### config.mk
export PLATFORM = sky130hd
export DESIGN_NAME = int_to_decimal_ascii_unit
export DESIGN_NICKNAME = d
export VERILOG_FILES = /design/src/rtl/itda_pkg.sv /design/src/rtl/int_to_decimal_ascii_unit.sv
export SDC_FILE = /design/constraint.sdc
export NUM_CORES = 1
export LEC_CHECK = 0
export BUFFER_PORTS_ARGS = -buffer_cell sky130_fd_sc_hd__buf_2
export CAP_MARGIN = 20
export CORE_MARGIN = 2
export CORE_UTILIZATION = 53
export CTS_CLUSTER_DIAMETER = 150
export DETAILED_ROUTE_END_ITERATION = 10
export HOLD_SLACK_MARGIN = 0.02
export PLACE_DENSITY_LB_ADDON = 0.3
export SLEW_MARGIN = 20
export SYNTH_ARGS = -nofsm -noshare
export SYNTH_HDL_FRONTEND = slang
export SYNTH_SLANG_ARGS = --single-unit
### constraint.sdc
create_clock -name clk -period 7.9 [get_ports clk]
set_input_delay 0 -clock clk [delete_from_list [all_inputs] [get_ports clk]]
set_output_delay 0 -clock clk [all_outputs]
set_load 0.05 [all_outputs]
### src/rtl/itda_pkg.sv
// itda_pkg: constants and types for the decimal ASCII converter.
// No dependencies.
package itda_pkg;
  localparam int unsigned ValueBits = 32;
  localparam int unsigned NumDigits = 10;
  localparam int unsigned BcdBits   = 4 * NumDigits;
  localparam int unsigned NumStages = 4;
  localparam int unsigned BitsPerStage = ValueBits / NumStages;
  localparam logic [7:0] CharZero  = 8'd48;
  localparam logic [7:0] CharMinus = 8'd45;

  typedef logic [BcdBits-1:0] bcd_t;
  typedef logic [ValueBits-1:0] mag_t;

  typedef struct packed {
    logic neg;
    mag_t mag;
    bcd_t bcd;
  } conv_t;

  // One double-dabble step: add 3 to each digit above 4, shift in a bit.
  function automatic bcd_t dabble(input bcd_t b, input logic bin);
    bcd_t t;
    t = b;
    for (int i = 0; i < NumDigits; i++) begin
      if (t[4*i +: 4] > 4'd4) t[4*i +: 4] = t[4*i +: 4] + 4'd3;
    end
    return {t[BcdBits-2:0], bin};
  endfunction
endpackage

### src/rtl/int_to_decimal_ascii_unit.sv
// Converts a signed 32-bit integer to decimal ASCII characters.
// Depends on itda_pkg.
//
// An item passes a magnitude stage and then 4 double-dabble stages of 8 steps
// each, and is then loaded into the output serializer, which sends one
// character per cycle while out_tready is high (1 to 11 characters per item).
// The serializer sets the sustained rate; the pipeline accepts a new item each
// cycle while it has room.
module int_to_decimal_ascii_unit (
  input  logic        clk,
  input  logic        rst_n,
  input  logic        in_tvalid,
  output logic        in_tready,
  input  logic [31:0] in_tdata,   // [31:0] value
  output logic        out_tvalid,
  input  logic        out_tready,
  output logic [7:0]  out_tdata,  // [7:0] text_char
  output logic        out_tlast   // last
);
  import itda_pkg::*;

  conv_t   stg_r   [NumStages+1];
  logic    vld_r   [NumStages+1];
  logic    adv     [NumStages+1];

  // serializer state
  logic              busy_r;
  logic              neg_r;
  bcd_t              dig_r;
  logic [4:0]        cnt_r;   // characters left
  logic              sign_pend_r;
  logic [4:0]        nd;

  logic load;
  assign load = vld_r[NumStages] && (!busy_r ||
                (out_tready && cnt_r == 5'd1));

  // stall chain: a stage loads when it is empty or its item moves on
  always_comb begin
    adv[NumStages] = !vld_r[NumStages] || load;
    for (int s = NumStages - 1; s >= 0; s--) begin
      adv[s] = !vld_r[s] || adv[s+1];
    end
  end
  assign in_tready = adv[0];

  // entry stage: magnitude
  always_ff @(posedge clk) begin
    if (!rst_n) begin
      for (int s = 0; s <= NumStages; s++) vld_r[s] <= 1'b0;
    end else begin
      if (adv[0]) vld_r[0] <= in_tvalid;
      for (int s = 1; s <= NumStages; s++) begin
        if (adv[s]) vld_r[s] <= vld_r[s-1];
      end
    end
  end

  always_ff @(posedge clk) begin
    if (adv[0] && in_tvalid) begin
      stg_r[0].neg <= in_tdata[ValueBits-1];
      stg_r[0].mag <= in_tdata[ValueBits-1] ? mag_t'(-in_tdata) : in_tdata;
      stg_r[0].bcd <= '0;
    end
  end

  // dabble stages
  for (genvar g = 1; g <= NumStages; g++) begin : g_stage
    conv_t nxt;
    always_comb begin
      nxt = stg_r[g-1];
      for (int k = 0; k < BitsPerStage; k++) begin
        nxt.bcd = dabble(nxt.bcd, nxt.mag[ValueBits-1]);
        nxt.mag = {nxt.mag[ValueBits-2:0], 1'b0};
      end
    end
    always_ff @(posedge clk) begin
      if (adv[g] && vld_r[g-1]) stg_r[g] <= nxt;
    end
  end

  // digit count of the final BCD value
  always_comb begin
    nd = 5'd1;
    for (int i = 1; i < NumDigits; i++) begin
      if (stg_r[NumStages].bcd[4*i +: 4] != 4'd0) nd = 5'(i + 1);
    end
  end

  // output serializer
  always_ff @(posedge clk) begin
    if (!rst_n) begin
      busy_r <= 1'b0;
      cnt_r  <= '0;
      sign_pend_r <= 1'b0;
    end else if (load) begin
      busy_r      <= 1'b1;
      sign_pend_r <= stg_r[NumStages].neg;
      cnt_r       <= nd + 5'(stg_r[NumStages].neg);
    end else if (busy_r && out_tready) begin
      cnt_r <= cnt_r - 5'd1;
      if (sign_pend_r) sign_pend_r <= 1'b0;
      if (cnt_r == 5'd1) busy_r <= 1'b0;
    end
  end

  always_ff @(posedge clk) begin
    if (load) begin
      dig_r <= stg_r[NumStages].bcd;
      neg_r <= stg_r[NumStages].neg;
    end
  end

  assign out_tvalid = busy_r;
  assign out_tlast  = (cnt_r == 5'd1);
  always_comb begin
    out_tdata = CharMinus;
    if (!sign_pend_r) begin
      out_tdata = CharZero;
      for (int i = 0; i < NumDigits; i++) begin
        if (5'(i + 1) == cnt_r) out_tdata = CharZero + {4'd0, dig_r[4*i +: 4]};
      end
    end
  end

  // checks
  a_cnt_nonzero: assert property (@(posedge clk) disable iff (!rst_n)
    busy_r |-> cnt_r != 5'd0) else $error("busy with no characters left");
  a_cnt_max: assert property (@(posedge clk) disable iff (!rst_n)
    cnt_r <= 5'd11) else $error("character count too large");
  a_sign_first: assert property (@(posedge clk) disable iff (!rst_n)
    (busy_r && sign_pend_r) |-> neg_r) else $error("sign on positive value");
endmodule
==> flow_summary.json <==
{
  "seq_area_frac_synth": 0.262,
  "yosys_register_bits": 239,
  "layout_commonest_cell": "nor2_1",
  "grt_max_degree": 53,
  "cp_slowest_stage_delay_ps": 460,
  "rr_startpoint": "stg_r[0][73]",
  "htreeDepth": 1,
  "synth.distinct_cells": 113,
  "first_global_vias": 24000,
  "relSlewSlack": 0.284,
  "async_reset_ff_frac": 0,
  "syn-mean-instance-area_um2": 8.07,
  "io_pins": 47,
  "end_kind": "flip-flop",
  "whs_ps": 216,
  "fmax_mhz": 134,
  "status": "finished clean",
  "final_layout_size_suffix_gt1_frac": 0.0957,
  "die_area_mm2": 0.0530,
  "synth-main-ff-cell": "edfxtp_1",
  "drc": 0,
  "setup_viol": 0,
  "ys_warn_count": 0,
  "synthDominantCellAreaShare": 0.257,
  "io_buffer_count": 43,
  "fin_crit_ps": 7440,
  "hold_start": "in_tdata[0]",
  "core_area_mm2": 0.0504,
  "r2r_slack_ps": 460,
  "post-route-util": 0.592,
  "die_h_um": 230,
  "num_rows": 82,
  "wirelength_um": 63900,
  "diodes": 0,
  "tightest_slew_ps": 1060,
  "clk-insertion-delay-late_ps": 590,
  "cts_buffers": 28,
  "cp_common_cell": "ha_1",
  "synth_top_family_by_area": "compound AO/OA/AOI/OAI gates",
  "cp.arrival_ps": 7880,
  "syn_area_mm2": 0.0271,
  "area_growth_pct": 9.85,
  "die_width_um": 230,
  "synth_compound_area_frac": 0.281,
  "grtUsageTotal": 0.231,
  "hold_depth": 2,
  "gp_congestion": 0.910,
  "drtIter0Drc": 2118,
  "cpMaxStageDelayCell": "edfxtp_1",
  "grt_first_pass_wirelength_um": 108000,
  "crit_fanout": 9,
  "cts.sinks": 239,
  "antenna_left": 0,
  "drt-vias-per-instance": 6.25,
  "path_class": "flip-flop to flip-flop",
  "synth-xor-area-share": 0.0522,
  "r2r_end": "stg_r[0][156]",
  "synth_top_cell_by_area": "edfxtp_1",
  "drt-wirelength-per-cell_um": 15.6,
  "hold_violations": 0,
  "postSynthCellCount": 3364,
  "clockBufferDepth": 3,
  "antenna_found_initial": 0,
  "fin_skew_ps": 45.5,
  "critPathLaunchType": "flip-flop",
  "worstPathRequired_ps": 8330,
  "yosys-top-cells-area": "edfxtp_1 (26%), ha_1 (6.0%), mux2i_1 (5.8%)",
  "synth_fa_ha_area_frac": 0.0614,
  "min_path_type": "primary input to flip-flop",
  "dp_hpwl_um": 46000,
  "synth-simple-area-share": 0.208,
  "start_util": 0.539,
  "fin_nets": 3560,
  "cap_violations": 0,
  "clk_pin_slew_ps": 60,
  "overflow": 0,
  "num_vias": 25500,
  "min_to": "stg_r[0][40]",
  "synth_edf_count": 232,
  "slew_viol_final": 0,
  "fin_crit_sh": 0.942,
  "n_fill_cell": 4256,
  "cp-startpoint": "stg_r[0][73]",
  "synth_mux_area_frac": 0.0870,
  "root_buffer": "clkbuf_16",
  "cts_tree": "done",
  "rr_worst_depth": 36,
  "final_cell_mix": "nor2_1 (314), nand2_1 (269), a21oi_1 (236)",
  "drtPass1Iterations": 7
}
worst max-delay path, delay by kind of cell, from the launching register on:
family                     cells  cell delay [ps]
buffers and inverters          5              480
DFF                            1              460
AOI/OAI and AO/OA              9             1990
and+or+nand+nor                7              900
adders and majority gates      9             2220
xor gates and xnor gates       4              690
muxes                          2              550
stage by stage:
stage / instance area [um^2] / instances / setup TNS, ps / setup WS, ps
CTS: 29600 / 4080 / 0 / 44.1
finish: 29800 / 4088 / 0 / 455
global placement: 27900 / 3970 / 0 / 460
floorplan: 27100 / 3365 / 0 / 679
global route: 29800 / 4088 / -572 / -82.7
detailed placement: 27900 / 3970 / 0 / 49.6
state kept, by name, summed over array words and instances, names as in the netlist:
register,count
dig_r,40
stg_r,187
sign_pend_r,1
out_tvalid,1
vld_r,5
cnt_r,5
how the worst max path moves through the flow:
stage | endpoint | cells after the start
after global routing | stg_r[0][156] | 36
after floorplan | stg_r[0][155] | 37
after CTS | stg_r[0][156] | 31
after detailed placement | stg_r[0][221] | 33
final | stg_r[0][156] | 36
after global placement | stg_r[0][310] | 29
kinds of logic (layout without fill, tap and decap cells):
kind of cell    after synthesis  count (layout)
buf+inv                     330             381
mux                         225             225
fa+ha+maj                   134             134
simple gates               1153            1153
compound gates             1120            1120
xor+xnor                    161             161
flops                       239             239
other cells                   2               3
cell type report:
class | instances | area (um^2) | share of cell area
Timing Repair Buffer | 154 | 1190 | 0.0400
Multi-Input combinational cell | 2796 | 18900 | 0.635
Clock buffer | 31 | 712 | 0.0239
Inverter | 175 | 657 | 0.0220
Clock inverter | 21 | 368 | 0.0123
Sequential cell | 239 | 7110 | 0.238
Tap cell | 672 | 841 | 0.0282
synthesized netlist by cell type, types with 35 or more instances:
cell        n
ha_1      130
edfxtp_1  232
xnor2_1   138
buf_2      38
a21oi_1   238
o21a_1     42
o211ai_1   40
nor2_1    315
nor2b_1    44
and2_1     60
nand2_1   269
nor3_1    111
nand3_1    87
clkbuf_1  104
nand2b_1   49
mux2_2     59
a31oi_1    59
mux2i_1   158
a211oi_1   36
or3_1      39
inv_1     171
a21o_1     38
o21ai_0   243
o22ai_1    35
what timing repair did:
action                     in CTS  in global routing
hold buffers                   58                  0
hold endpoints to repair       50                  0
setup buffers                   0                  8
setup endpoints to repair       1                 68
gates resized for setup         1                 49
pin swaps                       0                  6
routing by layer:
metal  GRT usage  vias to the layer above  share of wire
li1            -                    12800              -
met1       0.273                    12100           0.42
met2       0.441                      594           0.52
met3      0.0227                      100          0.038
met4      0.0605                        0          0.019
met5           0                        -              0
Power is left out: the tool's default activity adds up to more than one toggle a clock period on the data nets, which glitch-free logic cannot reach.
